--- src/rtl/rrps_pkg.sv ---
package rrps_pkg;

   // slave table
   localparam int MAX_SLAVES = 16;
   localparam int SLAVE_W    = $clog2(MAX_SLAVES);
   localparam int COUNT_W    = $clog2(MAX_SLAVES + 1);

   // timers
   localparam int          TIMER_W     = 16;
   localparam logic [15:0] ELAPSED_MAX = 16'hFFFF;
   localparam logic [15:0] RETRY_EARLY = 16'd5;

   // register file
   localparam int CSR_DATA_W = 16;
   localparam int CSR_IDX_W  = 2;
   localparam int SLV_CNT_W  = 5;

   localparam logic [CSR_IDX_W-1:0] CSR_POLL_INTERVAL = 2'd0;
   localparam logic [CSR_IDX_W-1:0] CSR_READ_TIMEOUT  = 2'd1;
   localparam logic [CSR_IDX_W-1:0] CSR_RECOVERY      = 2'd2;
   localparam logic [CSR_IDX_W-1:0] CSR_SLAVE_COUNT   = 2'd3;

   localparam logic [15:0]          POLL_INTERVAL_RST = 16'd100;
   localparam logic [15:0]          READ_TIMEOUT_RST  = 16'd50;
   localparam logic [15:0]          RECOVERY_RST      = 16'd100;
   localparam logic [SLV_CNT_W-1:0] SLAVE_COUNT_RST   = 5'd1;

   // event codes
   localparam logic [1:0] OP_TICK      = 2'd0;
   localparam logic [1:0] OP_READ_DONE = 2'd1;
   localparam logic [1:0] OP_BUS_ERROR = 2'd2;
   localparam logic [1:0] OP_SET_EN    = 2'd3;

   // action codes
   localparam logic [2:0] ACT_NONE     = 3'd0;
   localparam logic [2:0] ACT_START    = 3'd1;
   localparam logic [2:0] ACT_ABORT    = 3'd2;
   localparam logic [2:0] ACT_HANDOVER = 3'd3;
   localparam logic [2:0] ACT_REINIT   = 3'd4;

   // phase codes as seen on the result channel
   localparam logic [1:0] PHASE_IDLE       = 2'd0;
   localparam logic [1:0] PHASE_READING    = 2'd1;
   localparam logic [1:0] PHASE_PROCESSING = 2'd2;
   localparam logic [1:0] PHASE_ERROR      = 2'd3;

   typedef struct packed {
      logic [1:0]         op;
      logic [SLAVE_W-1:0] slave_index;
      logic               enable_value;
      logic               bus_taken_by_other;
      logic               controller_ready;
      logic               start_accepted;
   } req_item_type;

   typedef struct packed {
      logic [2:0]         action;
      logic [SLAVE_W-1:0] action_slave;
      logic [1:0]         phase;
      logic               bus_held;
      logic               accepted;
   } rsp_item_type;

   typedef struct packed {
      logic [TIMER_W-1:0] poll_interval;
      logic [TIMER_W-1:0] read_timeout;
      logic [TIMER_W-1:0] recovery;
      logic [COUNT_W-1:0] used_count;
   } csr_set_type;

   typedef struct packed {
      logic               found;
      logic [SLAVE_W-1:0] slave;
   } pick_type;

   // remainder of a small numerator (up to MAX_SLAVES) by a small count
   function automatic logic [SLAVE_W-1:0] mod_small(input logic [COUNT_W-1:0] num,
                                                    input logic [COUNT_W-1:0] den);
      logic [2*COUNT_W-1:0] prod;
      logic [2*COUNT_W-1:0] diff;
      logic [SLAVE_W-1:0]   rem;
      rem = '0;
      for (int q = 0; q <= MAX_SLAVES; q++) begin
         prod = (2*COUNT_W)'(q) * {{COUNT_W{1'b0}}, den};
         diff = {{COUNT_W{1'b0}}, num} - prod;
         if ({{COUNT_W{1'b0}}, num} >= prod && diff < {{COUNT_W{1'b0}}, den}) begin
            rem = diff[SLAVE_W-1:0];
         end
      end
      return rem;
   endfunction

endpackage

--- src/rtl/rrps_if.sv ---
interface rrps_req_if;
   logic       valid;
   logic       ready;
   logic [1:0] op;
   logic [3:0] slave_index;
   logic       enable_value;
   logic       bus_taken_by_other;
   logic       controller_ready;
   logic       start_accepted;

   modport source (output valid, output op, output slave_index, output enable_value,
                   output bus_taken_by_other, output controller_ready,
                   output start_accepted, input ready);
   modport sink   (input valid, input op, input slave_index, input enable_value,
                   input bus_taken_by_other, input controller_ready,
                   input start_accepted, output ready);
endinterface

interface rrps_rsp_if;
   logic       valid;
   logic       ready;
   logic [2:0] action;
   logic [3:0] action_slave;
   logic [1:0] phase;
   logic       bus_held;
   logic       accepted;

   modport source (output valid, output action, output action_slave, output phase,
                   output bus_held, output accepted, input ready);
   modport sink   (input valid, input action, input action_slave, input phase,
                   input bus_held, input accepted, output ready);
endinterface

--- src/rtl/rrps_pick.sv ---
module rrps_pick (
   input  logic [rrps_pkg::MAX_SLAVES-1:0] enable_map,
   input  logic [rrps_pkg::COUNT_W-1:0]    used_count,
   input  logic [rrps_pkg::SLAVE_W-1:0]    active_slave,
   input  logic                            active_valid,
   output rrps_pkg::pick_type              pick
);
   import rrps_pkg::*;

   logic [SLAVE_W-1:0]    start;
   logic [MAX_SLAVES-1:0] cand_all;
   logic [MAX_SLAVES-1:0] cand_hi;
   logic [SLAVE_W-1:0]    hi_idx;
   logic [SLAVE_W-1:0]    lo_idx;

   // round-robin start: one past the last active slave, wrapped by the count
   always_comb begin
      if (active_valid && used_count != '0) begin
         start = mod_small({1'b0, active_slave} + COUNT_W'(1), used_count);
      end else begin
         start = '0;
      end
   end

   // lowest enabled entry at or after start, else lowest enabled overall
   always_comb begin
      hi_idx = '0;
      lo_idx = '0;
      for (int i = 0; i < MAX_SLAVES; i++) begin
         cand_all[i] = enable_map[i] && (COUNT_W'(i) < used_count);
         cand_hi[i]  = cand_all[i] && (SLAVE_W'(i) >= start);
      end
      for (int i = MAX_SLAVES - 1; i >= 0; i--) begin
         if (cand_hi[i]) begin
            hi_idx = SLAVE_W'(i);
         end
         if (cand_all[i]) begin
            lo_idx = SLAVE_W'(i);
         end
      end
      pick.found = |cand_all;
      if (|cand_hi) begin
         pick.slave = hi_idx;
      end else if (|cand_all) begin
         pick.slave = lo_idx;
      end else begin
         pick.slave = start;
      end
   end

endmodule

--- src/rtl/rrps_engine.sv ---
module rrps_engine (
   input  logic                   clock,
   input  logic                   reset,
   input  logic                   item_valid,
   input  rrps_pkg::req_item_type item,
   input  rrps_pkg::csr_set_type  csr,
   input  logic                   rsp_ready,
   output logic                   take,
   output logic                   rsp_valid,
   output rrps_pkg::rsp_item_type result
);
   import rrps_pkg::*;

   typedef enum logic [1:0] {
      ST_IDLE       = PHASE_IDLE,
      ST_READING    = PHASE_READING,
      ST_PROCESSING = PHASE_PROCESSING,
      ST_ERROR      = PHASE_ERROR
   } state_type;

   state_type             state_ff, state_in;
   logic [SLAVE_W-1:0]    active_slave_ff, active_slave_in;
   logic                  active_valid_ff, active_valid_in;
   logic [TIMER_W-1:0]    poll_elapsed_ff, poll_elapsed_in;
   logic [TIMER_W-1:0]    phase_elapsed_ff, phase_elapsed_in;
   logic [MAX_SLAVES-1:0] enable_map_ff, enable_map_in;
   logic                  lock_ff, lock_in;
   logic                  rsp_valid_ff, rsp_valid_in;
   rsp_item_type          result_ff, result_in;

   pick_type           pick;
   logic               fire;
   logic [TIMER_W-1:0] poll_inc;
   logic [TIMER_W-1:0] phase_inc;
   logic [TIMER_W-1:0] retry_value;
   logic               refused;

   rrps_pick u_pick (
      .enable_map   (enable_map_ff),
      .used_count   (csr.used_count),
      .active_slave (active_slave_ff),
      .active_valid (active_valid_ff),
      .pick         (pick)
   );

   assign take      = !rsp_valid_ff || rsp_ready;
   assign fire      = item_valid && take;
   assign rsp_valid = rsp_valid_ff;
   assign result    = result_ff;

   assign poll_inc    = (poll_elapsed_ff == ELAPSED_MAX) ? poll_elapsed_ff
                                                         : poll_elapsed_ff + TIMER_W'(1);
   assign phase_inc   = (phase_elapsed_ff == ELAPSED_MAX) ? phase_elapsed_ff
                                                          : phase_elapsed_ff + TIMER_W'(1);
   assign retry_value = (csr.poll_interval >= RETRY_EARLY) ? csr.poll_interval - RETRY_EARLY
                                                           : '0;

   always_comb begin
      state_in         = state_ff;
      active_slave_in  = active_slave_ff;
      active_valid_in  = active_valid_ff;
      poll_elapsed_in  = poll_elapsed_ff;
      phase_elapsed_in = phase_elapsed_ff;
      enable_map_in    = enable_map_ff;
      lock_in          = lock_ff;
      refused          = 1'b0;
      result_in.action       = ACT_NONE;
      result_in.action_slave = '0;
      result_in.accepted     = 1'b1;

      case (item.op)
         OP_TICK: begin
            poll_elapsed_in  = poll_inc;
            phase_elapsed_in = phase_inc;
            case (state_ff)
               ST_IDLE: begin
                  if (poll_inc >= csr.poll_interval) begin
                     if (!pick.found) begin
                        refused = 1'b1;
                     end else if (!lock_ff && item.bus_taken_by_other) begin
                        refused = 1'b1;
                     end else if (!item.controller_ready) begin
                        lock_in = 1'b0;
                        refused = 1'b1;
                     end else begin
                        active_slave_in  = pick.slave;
                        phase_elapsed_in = '0;
                        if (!item.start_accepted) begin
                           state_in        = ST_ERROR;
                           active_valid_in = 1'b0;
                           lock_in         = 1'b0;
                           refused         = 1'b1;
                        end else begin
                           state_in               = ST_READING;
                           active_valid_in        = 1'b1;
                           lock_in                = 1'b1;
                           poll_elapsed_in        = '0;
                           result_in.action       = ACT_START;
                           result_in.action_slave = pick.slave;
                        end
                     end
                     if (refused) begin
                        poll_elapsed_in = retry_value;
                     end
                  end
               end
               ST_READING: begin
                  if (phase_inc > csr.read_timeout) begin
                     if ({1'b0, active_slave_ff} < csr.used_count) begin
                        result_in.action       = ACT_ABORT;
                        result_in.action_slave = active_slave_ff;
                     end
                     state_in         = ST_ERROR;
                     phase_elapsed_in = '0;
                     active_valid_in  = 1'b0;
                     lock_in          = 1'b0;
                  end
               end
               ST_PROCESSING: begin
                  if (active_valid_ff && {1'b0, active_slave_ff} < csr.used_count) begin
                     result_in.action       = ACT_HANDOVER;
                     result_in.action_slave = active_slave_ff;
                  end
                  state_in = ST_IDLE;
                  lock_in  = 1'b0;
               end
               ST_ERROR: begin
                  if (phase_inc > csr.recovery) begin
                     result_in.action = ACT_REINIT;
                     state_in         = ST_IDLE;
                     active_valid_in  = 1'b0;
                     lock_in          = 1'b0;
                  end
               end
               default: begin
                  state_in = ST_IDLE;
               end
            endcase
         end
         OP_READ_DONE: begin
            if (state_ff == ST_READING) begin
               state_in = ST_PROCESSING;
            end else begin
               result_in.accepted = 1'b0;
            end
         end
         OP_BUS_ERROR: begin
            state_in         = ST_ERROR;
            phase_elapsed_in = '0;
            active_valid_in  = 1'b0;
            lock_in          = 1'b0;
         end
         OP_SET_EN: begin
            if ({1'b0, item.slave_index} < csr.used_count) begin
               enable_map_in[item.slave_index] = item.enable_value;
            end else begin
               result_in.accepted = 1'b0;
            end
         end
         default: begin
            result_in.accepted = 1'b0;
         end
      endcase

      result_in.phase    = state_in;
      result_in.bus_held = lock_in;

      if (fire) begin
         rsp_valid_in = 1'b1;
      end else if (rsp_ready) begin
         rsp_valid_in = 1'b0;
      end else begin
         rsp_valid_in = rsp_valid_ff;
      end
   end

   always_ff @(posedge clock) begin
      if (reset) begin
         state_ff         <= ST_IDLE;
         active_slave_ff  <= '0;
         active_valid_ff  <= 1'b0;
         poll_elapsed_ff  <= '0;
         phase_elapsed_ff <= '0;
         enable_map_ff    <= '0;
         lock_ff          <= 1'b0;
         rsp_valid_ff     <= 1'b0;
      end else begin
         rsp_valid_ff <= rsp_valid_in;
         if (fire) begin
            state_ff         <= state_in;
            active_slave_ff  <= active_slave_in;
            active_valid_ff  <= active_valid_in;
            poll_elapsed_ff  <= poll_elapsed_in;
            phase_elapsed_ff <= phase_elapsed_in;
            enable_map_ff    <= enable_map_in;
            lock_ff          <= lock_in;
         end
      end
   end

   always_ff @(posedge clock) begin
      if (fire) begin
         result_ff <= result_in;
      end
   end

endmodule

--- src/rtl/round_robin_poll_sequencer_unit.sv ---
// Round-robin poll sequencer: each transfer on the request channel is one event (millisecond
// tick, read done, bus error or slave enable write) and yields exactly one transfer on the
// response channel carrying the action taken, the slave it concerns, the phase and bus lock
// after the event, and whether the event took effect. One event is taken every clock cycle
// while the response channel keeps up; an event passes through the input register and then
// the state update that loads the result register, and the single update of the sequencer
// state per cycle sets that rate. The input register can take a new event while a result waits
// for its transfer. Registers are written through csr_we / csr_index / csr_wdata and must only
// change while no event is in flight. After reset all slaves are disabled and no clearing
// pass is needed.
module round_robin_poll_sequencer_unit (
   input  logic                             clock,
   input  logic                             reset,
   rrps_req_if.sink                         req_chan,
   rrps_rsp_if.source                       rsp_chan,
   input  logic                             csr_we,
   input  logic [rrps_pkg::CSR_IDX_W-1:0]   csr_index,
   input  logic [rrps_pkg::CSR_DATA_W-1:0]  csr_wdata
);
   import rrps_pkg::*;

   // input register
   logic         in_valid_ff, in_valid_in;
   req_item_type item_ff;
   req_item_type req_item;
   logic         req_take;

   // configuration registers
   logic [TIMER_W-1:0]   poll_interval_ff;
   logic [TIMER_W-1:0]   read_timeout_ff;
   logic [TIMER_W-1:0]   recovery_ff;
   logic [SLV_CNT_W-1:0] slave_count_ff;
   csr_set_type          csr_set;

   // engine handshake
   logic         take;
   logic         rsp_valid;
   rsp_item_type result;

   // input stage frees up whenever the engine takes its item
   assign req_chan.ready = !in_valid_ff || take;
   assign req_take       = req_chan.valid && req_chan.ready;

   assign req_item.op                 = req_chan.op;
   assign req_item.slave_index        = req_chan.slave_index;
   assign req_item.enable_value       = req_chan.enable_value;
   assign req_item.bus_taken_by_other = req_chan.bus_taken_by_other;
   assign req_item.controller_ready   = req_chan.controller_ready;
   assign req_item.start_accepted     = req_chan.start_accepted;

   always_comb begin
      if (req_take) begin
         in_valid_in = 1'b1;
      end else if (take) begin
         in_valid_in = 1'b0;
      end else begin
         in_valid_in = in_valid_ff;
      end
   end

   always_ff @(posedge clock) begin
      if (reset) begin
         in_valid_ff <= 1'b0;
      end else begin
         in_valid_ff <= in_valid_in;
      end
   end

   always_ff @(posedge clock) begin
      if (req_take) begin
         item_ff <= req_item;
      end
   end

   // register file, write only
   always_ff @(posedge clock) begin
      if (reset) begin
         poll_interval_ff <= POLL_INTERVAL_RST;
         read_timeout_ff  <= READ_TIMEOUT_RST;
         recovery_ff      <= RECOVERY_RST;
         slave_count_ff   <= SLAVE_COUNT_RST;
      end else if (csr_we) begin
         case (csr_index)
            CSR_POLL_INTERVAL: poll_interval_ff <= csr_wdata;
            CSR_READ_TIMEOUT:  read_timeout_ff  <= csr_wdata;
            CSR_RECOVERY:      recovery_ff      <= csr_wdata;
            CSR_SLAVE_COUNT:   slave_count_ff   <= csr_wdata[SLV_CNT_W-1:0];
            default: begin
            end
         endcase
      end
   end

   // counts above the table size saturate to the table size
   assign csr_set.poll_interval = poll_interval_ff;
   assign csr_set.read_timeout  = read_timeout_ff;
   assign csr_set.recovery      = recovery_ff;
   assign csr_set.used_count    = (slave_count_ff > SLV_CNT_W'(MAX_SLAVES))
                                  ? COUNT_W'(MAX_SLAVES) : COUNT_W'(slave_count_ff);

   rrps_engine u_engine (
      .clock      (clock),
      .reset      (reset),
      .item_valid (in_valid_ff),
      .item       (item_ff),
      .csr        (csr_set),
      .rsp_ready  (rsp_chan.ready),
      .take       (take),
      .rsp_valid  (rsp_valid),
      .result     (result)
   );

   // response channel straight from the result register
   assign rsp_chan.valid        = rsp_valid;
   assign rsp_chan.action       = result.action;
   assign rsp_chan.action_slave = result.action_slave;
   assign rsp_chan.phase        = result.phase;
   assign rsp_chan.bus_held     = result.bus_held;
   assign rsp_chan.accepted     = result.accepted;

endmodule

--- src/flat_wrapper.sv ---
// flat-port wrapper written by rule: the top's interface ports become plain ports
module round_robin_poll_sequencer_unit_flat import rrps_pkg::*;
  (clock, reset, csr_we, csr_index, csr_wdata, req_chan_valid, req_chan_op, req_chan_slave_index, req_chan_enable_value, req_chan_bus_taken_by_other, req_chan_controller_ready, req_chan_start_accepted, req_chan_ready, rsp_chan_valid, rsp_chan_action, rsp_chan_action_slave, rsp_chan_phase, rsp_chan_bus_held, rsp_chan_accepted, rsp_chan_ready);
  rrps_req_if req_chan_i ();
  rrps_rsp_if rsp_chan_i ();
  input  logic clock;
  input  logic reset;
  input  logic csr_we;
  input  logic [rrps_pkg::CSR_IDX_W-1:0] csr_index;
  input  logic [rrps_pkg::CSR_DATA_W-1:0] csr_wdata;
  input wire logic [$bits(req_chan_i.valid)-1:0] req_chan_valid;
  input wire logic [$bits(req_chan_i.op)-1:0] req_chan_op;
  input wire logic [$bits(req_chan_i.slave_index)-1:0] req_chan_slave_index;
  input wire logic [$bits(req_chan_i.enable_value)-1:0] req_chan_enable_value;
  input wire logic [$bits(req_chan_i.bus_taken_by_other)-1:0] req_chan_bus_taken_by_other;
  input wire logic [$bits(req_chan_i.controller_ready)-1:0] req_chan_controller_ready;
  input wire logic [$bits(req_chan_i.start_accepted)-1:0] req_chan_start_accepted;
  output wire logic [$bits(req_chan_i.ready)-1:0] req_chan_ready;
  output wire logic [$bits(rsp_chan_i.valid)-1:0] rsp_chan_valid;
  output wire logic [$bits(rsp_chan_i.action)-1:0] rsp_chan_action;
  output wire logic [$bits(rsp_chan_i.action_slave)-1:0] rsp_chan_action_slave;
  output wire logic [$bits(rsp_chan_i.phase)-1:0] rsp_chan_phase;
  output wire logic [$bits(rsp_chan_i.bus_held)-1:0] rsp_chan_bus_held;
  output wire logic [$bits(rsp_chan_i.accepted)-1:0] rsp_chan_accepted;
  input wire logic [$bits(rsp_chan_i.ready)-1:0] rsp_chan_ready;
  assign req_chan_i.valid = req_chan_valid;
  assign req_chan_i.op = req_chan_op;
  assign req_chan_i.slave_index = req_chan_slave_index;
  assign req_chan_i.enable_value = req_chan_enable_value;
  assign req_chan_i.bus_taken_by_other = req_chan_bus_taken_by_other;
  assign req_chan_i.controller_ready = req_chan_controller_ready;
  assign req_chan_i.start_accepted = req_chan_start_accepted;
  assign req_chan_ready = req_chan_i.ready;
  assign rsp_chan_valid = rsp_chan_i.valid;
  assign rsp_chan_action = rsp_chan_i.action;
  assign rsp_chan_action_slave = rsp_chan_i.action_slave;
  assign rsp_chan_phase = rsp_chan_i.phase;
  assign rsp_chan_bus_held = rsp_chan_i.bus_held;
  assign rsp_chan_accepted = rsp_chan_i.accepted;
  assign rsp_chan_i.ready = rsp_chan_ready;
  round_robin_poll_sequencer_unit u_core (.clock(clock), .reset(reset), .req_chan(req_chan_i), .rsp_chan(rsp_chan_i), .csr_we(csr_we), .csr_index(csr_index), .csr_wdata(csr_wdata));
endmodule
--- config.mk ---
export PLATFORM = sky130hd
export DESIGN_NAME = round_robin_poll_sequencer_unit_flat
export DESIGN_NICKNAME = d
export VERILOG_FILES = /design/src/rtl/rrps_pkg.sv /design/src/rtl/rrps_if.sv /design/src/rtl/rrps_pick.sv /design/src/rtl/rrps_engine.sv /design/src/rtl/round_robin_poll_sequencer_unit.sv /design/src/flat_wrapper.sv
export SDC_FILE = /design/constraint.sdc
export NUM_CORES = 1
export LEC_CHECK = 0
export ABC_AREA = 1
export BUFFER_PORTS_ARGS = -buffer_cell sky130_fd_sc_hd__clkbuf_2
export CORE_ASPECT_RATIO = 0.75
export CORE_UTILIZATION = 43
export DETAILED_ROUTE_END_ITERATION = 8
export GPL_TIMING_DRIVEN = 1
export PLACE_DENSITY = 0.68
export SLEW_MARGIN = 20
export SYNTH_ARGS = -nofsm -noshare
export SYNTH_HDL_FRONTEND = slang
export SYNTH_HIERARCHICAL = 1
export SYNTH_SLANG_ARGS = --single-unit
--- constraint.sdc ---
create_clock -name clock -period 7.6 [get_ports clock]
set_input_delay 0.38 -clock clock [delete_from_list [all_inputs] [get_ports clock]]
set_output_delay 0.38 -clock clock [all_outputs]
set_load 0.1 [all_outputs]
==> results of run 1 <==
-- state kept, by name, indices dropped and copies added (netlist names) --
signal,flops
u_core/u_engine/poll_elapsed_ff,16
u_core/u_engine/active_valid_ff,1
u_core/read_timeout_ff,16
u_core/u_engine/state_ff,2
u_core/slave_count_ff,5
u_core/u_engine/result,11
u_core/u_engine/active_slave_ff,4
u_core/in_valid_ff,1
u_core/u_engine/phase_elapsed_ff,16
u_core/poll_interval_ff,16
u_core/u_engine/rsp_valid,1
u_core/item_ff,10
u_core/recovery_ff,16
u_core/u_engine/lock_ff,1
u_core/u_engine/enable_map_ff,16
-- kinds of logic after synthesis --
logic type,count (synthesis)
DFF,132
xor gates and xnor gates,68
buffers and inverters,496
and+or+nand+nor,1093
adders and majority gates,214
AOI/OAI and AO/OA,345
-- routing by layer --
metal | GRT usage (%) | wire length, microns | part of all wire [%]
met5 | 0 | 0 | 0
met4 | 7.75 | 964 | 2.1
met3 | 3.28 | 2660 | 5.9
met2 | 40.3 | 19600 | 44
met1 | 35.9 | 21700 | 48
-- final cells by class --
class                      instances  area [sq um]  area share [%]
clock inverter                     9          51.3           0.317
multi-input combinational       1720         10200            63.1
inverter                         453          1700            10.5
sequential                       132          2850            17.6
timing repair buffer              59           330            2.04
clock buffer                      23           478            2.95
tap                              450           563            3.48
-- metrics by stage --
step / setup WS (ps) / cell area [sq um] / utilization (%) / total power, mW / hold slack [ps]
6_report: 659 / 16200 / 47.8 / 2.30 / 118
5_1_grt: 85.9 / 16200 / 47.8 / 2.46 / 101
4_1_cts: 833 / 16200 / 47.8 / 2.31 / 94.3
3_5_place_dp: 863 / 15700 / 46.2 / 1.54 / 440
3_3_place_gp: 922 / 15700 / 46.2 / 1.53 / 438
2_1_floorplan: 774 / 15000 / - / 1.34 / 420
-- placed cells by master (no fill, tap or decap), types with 4 or more instances in the layout --
| cell type | count |
|---|---|
| o21ai_0 | 91 |
| dfxtp_1 | 111 |
| buf_4 | 14 |
| xnor2_1 | 20 |
| o21ai_2 | 8 |
| ha_1 | 189 |
| inv_1 | 425 |
| nand4_1 | 24 |
| a31oi_1 | 6 |
| nand2_1 | 551 |
| a21oi_1 | 177 |
| fa_1 | 25 |
| clkbuf_16 | 17 |
| nand3_2 | 10 |
| nor3_1 | 28 |
| clkinv_2 | 6 |
| nor2_2 | 9 |
| nand2_2 | 13 |
| xor2_1 | 46 |
| clkbuf_2 | 45 |
| o21ai_1 | 11 |
| nor2_4 | 5 |
| nor4_1 | 6 |
| inv_2 | 22 |
| clkinv_1 | 5 |
| or2_2 | 9 |
| nor3_2 | 5 |
| a21o_1 | 13 |
| o211ai_1 | 7 |
| nand3b_1 | 8 |
| o2111ai_1 | 4 |
| nor2_1 | 242 |
| edfxtp_1 | 21 |
| nand3_1 | 169 |
| o21bai_1 | 4 |
-- worst min-delay path by stage --
stage / start / to / slack (ps)
final: req_chan_enable_value / u_core/item_ff[3]$_DFFE_PP_ / 120
after global routing: req_chan_enable_value / u_core/item_ff[3]$_DFFE_PP_ / 100
after CTS: req_chan_slave_index[2] / u_core/item_ff[6]$_DFFE_PP_ / 90
after detailed placement: u_core/u_engine/enable_map_ff[5]$_SDFFE_PP0P_ / u_core/u_engine/enable_map_ff[5]$_SDFFE_PP0P_ / 440
after global placement: u_core/u_engine/enable_map_ff[3]$_SDFFE_PP0P_ / u_core/u_engine/enable_map_ff[3]$_SDFFE_PP0P_ / 440
after floorplan: u_core/u_engine/enable_map_ff[5]$_SDFFE_PP0P_ / u_core/u_engine/enable_map_ff[5]$_SDFFE_PP0P_ / 420
-- report_power, final --
part	leakage (nW)	internal (mW)	switching (mW)
clock network	0.272	0.440	0.322
registers	1.11	0.735	0.0221
logic	7.22	0.270	0.516
==> results.toml, run 1 <==
[yosys]
synth_compound_area_share_pct = 13.1
synth_mux_area_share_pct = 0
synth-adder-area-share_pct = 19.1
yosysUniqueCellTypes = 66
seq_area_frac_synth_pct = 19.0
synth_top_area_cell = "ha_1"
ys_seq_elements = 132
synth-main-ff-cell = "dfxtp_1"
netlist_area_sq_um = 15000
yosys.area_share.xor_xnor_pct = 4.07
yosysMostFrequentCell = "nand2_1"
yosysWarnings = 6
postSynthAreaPerCell_sq_um = 6.38
yosys.area_share.simple_pct = 31.7
async_flop_share_pct = 0
synth_edf_count = 21
netlist_top_cells_count = "nand2_1 (551), inv_1 (425), nor2_1 (243)"
synth_area_leaders = "ha_1 (16%), dfxtp_1 (15%), nand2_1 (14%)"
synth_top_family_by_area = "simple AND/OR/NAND/NOR gates"
syn_nets = 2595
yosys.area.top_type_share_pct = 15.8
netlist_instances = 2348

[global_route]
grt_first_pass_wirelength_mm = 71.8
track_usage_pct = 25.5
grt_pass1_vias = 13600
gr-total-overflow = 0
antenna_found_initial = 0
grt_max_degree = 43

[worst_setup_path]
cp.depth = 36
reg2reg_depth = 36
endpoint_kind = "flip-flop"
r2r-end = "u_core/u_engine/result[7]$_SDFFCE_PP0P_"
criticalPathCategory = "flip-flop to flip-flop"
cp_slowest_cell = "nor4_2"
worst-path-buf-inv = 10
worst_path_most_repeated_cell = "inv_1"
cp_top_family = "simple AND/OR/NAND/NOR gates"
max_stage_delay_ps = 710
startpoint = "u_core/slave_count_ff[0]$_SDFFE_PP1P_"
r2r_start = "u_core/slave_count_ff[0]$_SDFFE_PP1P_"
crit_end = "u_core/u_engine/result[7]$_SDFFCE_PP0P_"
cp.arrival_ps = 7250
rrSetupSlack_ps = 660
path_max_fanout = 6
start_kind = "flip-flop"
crit_required_ps = 7910

[floorplan]
start_util_pct = 44.2
fp.dieArea_sq_um = 35600
core_area_sq_um = 33900
std_cell_rows = 58
die_w_microns = 218
die_h_microns = 164
io_pins = 46

[pwr]
power_density_nw_per_um2 = 142
total_leakage_power_nw = 8.59
ir_drop_v = 0.000157

[drt]
drc_errors = 0
drt_first_pass_iters = 6
drt_wl_total_mm = 44.9
vias = 14800
ant_nets = 0
routed_via_density = 5.20
initialDrtViolationCount = 1121
wl_per_cell_microns = 15.8

[sta]
clock.fmax_ghz = 0.144
rsz0062_at_grt = "false"
finClkSkew_ps = 12.4
finalSetupTns_ps = 0
fin_crit_sh_pct = 91.3
slew_viol_final = 0
setup_viol = 0
tightestPinTransition_ps = 1020
relSlewSlack_pct = 32.1
finalHoldViolations = 0
period_needed_ps = 6940

[finish]
area_growth_pct = 7.98
fillers = 3501
drive_gt1_share_pct = 7.97
fin_nets = 2630
antennaDiodeCount = 0
fin_cells = 2846

[clocking]
clockBufferDepth = 2
insertion_delay_ps = 440
clkSlewWorstSetupHoldPaths_ps = 60
cts-resized-gates = 0
cts_made_buffers = 17
hold_buffers = 0
clockRootBuffer = "clkbuf_16"
cts.sink_count = 132
cts_setup_buffers = 0
cts_tree = "yes"
htreeDepth = 4

[flow_run]
cap_violations = 0

[place]
hpwl_mm = 35.8
dp.cells = 2814
port_buffers = 45
place_congestion = 0.955

[worst_hold_path]
hold_class = "primary input to flip-flop"
hold_depth = 1

[run_status]
outcome = "finished, final reports clean"
(Power assumes the default switching activity.)
==> run 2: changes to the inputs <==
--- a/config.mk
+++ b/config.mk
@@ -5,7 +5,6 @@
 export SDC_FILE = /design/constraint.sdc
 export NUM_CORES = 1
 export LEC_CHECK = 0
-export ABC_AREA = 1
 export BUFFER_PORTS_ARGS = -buffer_cell sky130_fd_sc_hd__clkbuf_2
 export CORE_ASPECT_RATIO = 0.75
 export CORE_UTILIZATION = 43
==> run 2 against run 1 <==
  * Hold slack improved by 15 ps
  * Maximum frequency decreased by 1.4%
  * Combinational power down 28%
  * Critical path type unchanged
==> results.toml, run 2 <==
[run_status]
outcome = "finished, final reports clean"

[floorplan]
core_area_sq_um = 31700
fp.dieArea_sq_um = 33500
die_w_microns = 211
std_cell_rows = 56
start_util_pct = 44.3
io_pins = 46
die_h_microns = 159

[yosys]
async_flop_share_pct = 0
ys_seq_elements = 132
yosysUniqueCellTypes = 104
netlist_area_sq_um = 14100
seq_area_frac_synth_pct = 20.3
yosysMostFrequentCell = "ha_1"
synth_edf_count = 21
synth_area_leaders = "ha_1 (17%), dfxtp_1 (16%), mux2i_1 (5.5%)"
synth_top_area_cell = "ha_1"
synth-main-ff-cell = "dfxtp_1"
postSynthAreaPerCell_sq_um = 8.28
netlist_instances = 1700
yosysWarnings = 6
syn_nets = 1947
yosys.area.top_type_share_pct = 16.8
netlist_top_cells_count = "ha_1 (189), inv_1 (151), nor2_1 (129)"

[pwr]
ir_drop_v = 0.000171
power_density_nw_per_um2 = 141
total_leakage_power_nw = 6.79

[clocking]
clockBufferDepth = 2
insertion_delay_ps = 420
cts.sink_count = 132
cts_tree = "yes"
clkSlewWorstSetupHoldPaths_ps = 60
htreeDepth = 4
clockRootBuffer = "clkbuf_16"
cts_made_buffers = 17
cts_setup_buffers = 0

[sta]
relSlewSlack_pct = 28.4
fin_crit_sh_pct = 92.6
finClkSkew_ps = 10.2
finalHoldViolations = 0
tightestPinTransition_ps = 1070
slew_viol_final = 0
rsz0062_at_grt = "false"
finalSetupTns_ps = 0
setup_viol = 0
period_needed_ps = 7040
clock.fmax_ghz = 0.142
timing.final.ws_setup_ps = 560

[place]
dp.cells = 2159
place_congestion = 1.05
hpwl_mm = 35.2
port_buffers = 45
dp_slack_ps = 482

[drt]
drt_first_pass_iters = 5
drt_wl_total_mm = 44.3
ant_nets = 0
drc_errors = 0
wl_per_cell_microns = 20.2
vias = 13100
initialDrtViolationCount = 1513
routed_via_density = 5.96

[worst_setup_path]
worst_path_most_repeated_cell = "ha_1"
rrSetupSlack_ps = 560
worst-path-buf-inv = 3
crit_required_ps = 7770
endpoint_kind = "flip-flop"
cp.arrival_ps = 7210
max_stage_delay_ps = 690
cp_slowest_cell = "a221oi_1"
r2r_start = "u_core/slave_count_ff[4]$_SDFFE_PP0P_"
worstPathCellList = "buf_12 > nor2b_2 > buf_4 > fa_1 > fa_1 > ha_1 > xnor2_1 > ha_1 > xnor2_1 > ha_1 > a31oi_1 > nand4b_1 > a221oi_1 > nand2_1 > a31oi_1 > a21oi_1 > a31oi_4 > buf_4 > o21ai_0 > a221oi_1 > o32ai_1 > a21oi_1 > o2bb2ai_1 > a22o_1"
criticalPathCategory = "flip-flop to flip-flop"
path_max_fanout = 28
start_kind = "flip-flop"
cp_top_family = "compound AO/OA/AOI/OAI gates"
startpoint = "u_core/slave_count_ff[4]$_SDFFE_PP0P_"

[global_route]
grt_first_pass_wirelength_mm = 69.1
grt_max_degree = 91
gr-total-overflow = 0
antenna_found_initial = 0
grt_pass1_vias = 12100
track_usage_pct = 26.6

[flow_run]
cap_violations = 0

[finish]
area_growth_pct = 10.1
fin_nets = 1990
fin_cells = 2191
layout_common_cells = "ha_1 (189), inv_1 (151), nor2_1 (129)"
mostFrequentLayoutCell = "ha_1"
antennaDiodeCount = 0
final_util_pct = 48.8
drive_gt1_share_pct = 9.40

[worst_hold_path]
hp-start = "req_chan_enable_value"
hold_class = "primary input to flip-flop"
-- run 2: path summary, 6_finish.rpt --
| check | end | depth (start not counted) |
|---|---|---|
| hold / removal | u_core/item_ff[3]$_DFFE_PP_ | 1 |
| hold reg to reg | u_core/recovery_ff[11]$_SDFFE_PP0P_ | 2 |
| setup reg to reg | u_core/u_engine/result[4]$_SDFFCE_PP0P_ | 24 |
| setup / recovery | u_core/u_engine/result[4]$_SDFFCE_PP0P_ | 24 |
-- run 2: cell families after synthesis --
| group | share of synthesized area, % |
|---|---|
| AND/OR/NAND/NOR | 22.1 |
| AO/OA/AOI/OAI | 19.9 |
| adder cells (fa/ha/maj) | 20.5 |
| buffers and inverters | 5.97 |
| flip-flops | 20.3 |
| XOR/XNOR | 5.27 |
| multiplexers | 5.98 |
-- run 2: routing by layer --
| metal | vias up | GRT usage [%] | part of all wire [%] |
|---|---|---|---|
| met5 | - | 0 | 0 |
| met4 | 0 | 5.69 | 1.4 |
| met3 | 49 | 6.31 | 9.8 |
| met2 | 541 | 37.8 | 40 |
| met1 | 6188 | 40.1 | 49 |
| li1 | 6289 | - | - |
-- run 2: final cells by class --
cell class	instances	area [sq um]
multi-input combinational	1362	10400
sequential	132	2850
fill	2982	16300
inverter	153	574
clock buffer	21	482
tap	435	544
clock inverter	11	146
timing repair buffer	77	480
-- run 2: repair_timing --
item                                    in CTS  in global routing
hold buffers                                 0                  0
resized for setup                            0                  3
endpoints found under the setup margin       0                  4
-- run 2: through the flow --
stage	area (sq um)	hold WS [ps]	power, mW
6_report	15500	133	2.19
3_5_place_dp	14800	459	1.31
4_1_cts	15500	116	2.19
3_3_place_gp	14800	455	1.30
5_1_grt	15500	114	2.29
2_1_floorplan	14100	439	1.16
-- run 2: worst register-to-register path, stage by stage (launching register included) --
cell	delay [ps]
dfxtp_1	320
buf_12	170
nor2b_2	390
buf_4	290
fa_1	490
fa_1	510
ha_1	380
xnor2_1	160
ha_1	340
xnor2_1	150
ha_1	170
a31oi_1	140
nand4b_1	130
a221oi_1	690
nand2_1	320
a31oi_1	260
a21oi_1	130
a31oi_4	410
buf_4	250
o21ai_0	100
a221oi_1	280
o32ai_1	140
a21oi_1	240
o2bb2ai_1	120
a22o_1	210
-- run 2: power breakdown --
| group | leakage (nW) | switching (mW) | internal, mW |
|---|---|---|---|
| Clock | 0.305 | 0.315 | 0.553 |
| Sequential | 1.10 | 0.0210 | 0.731 |
| Combinational | 5.38 | 0.358 | 0.211 |
| Total | 6.79 | 0.694 | 1.49 |
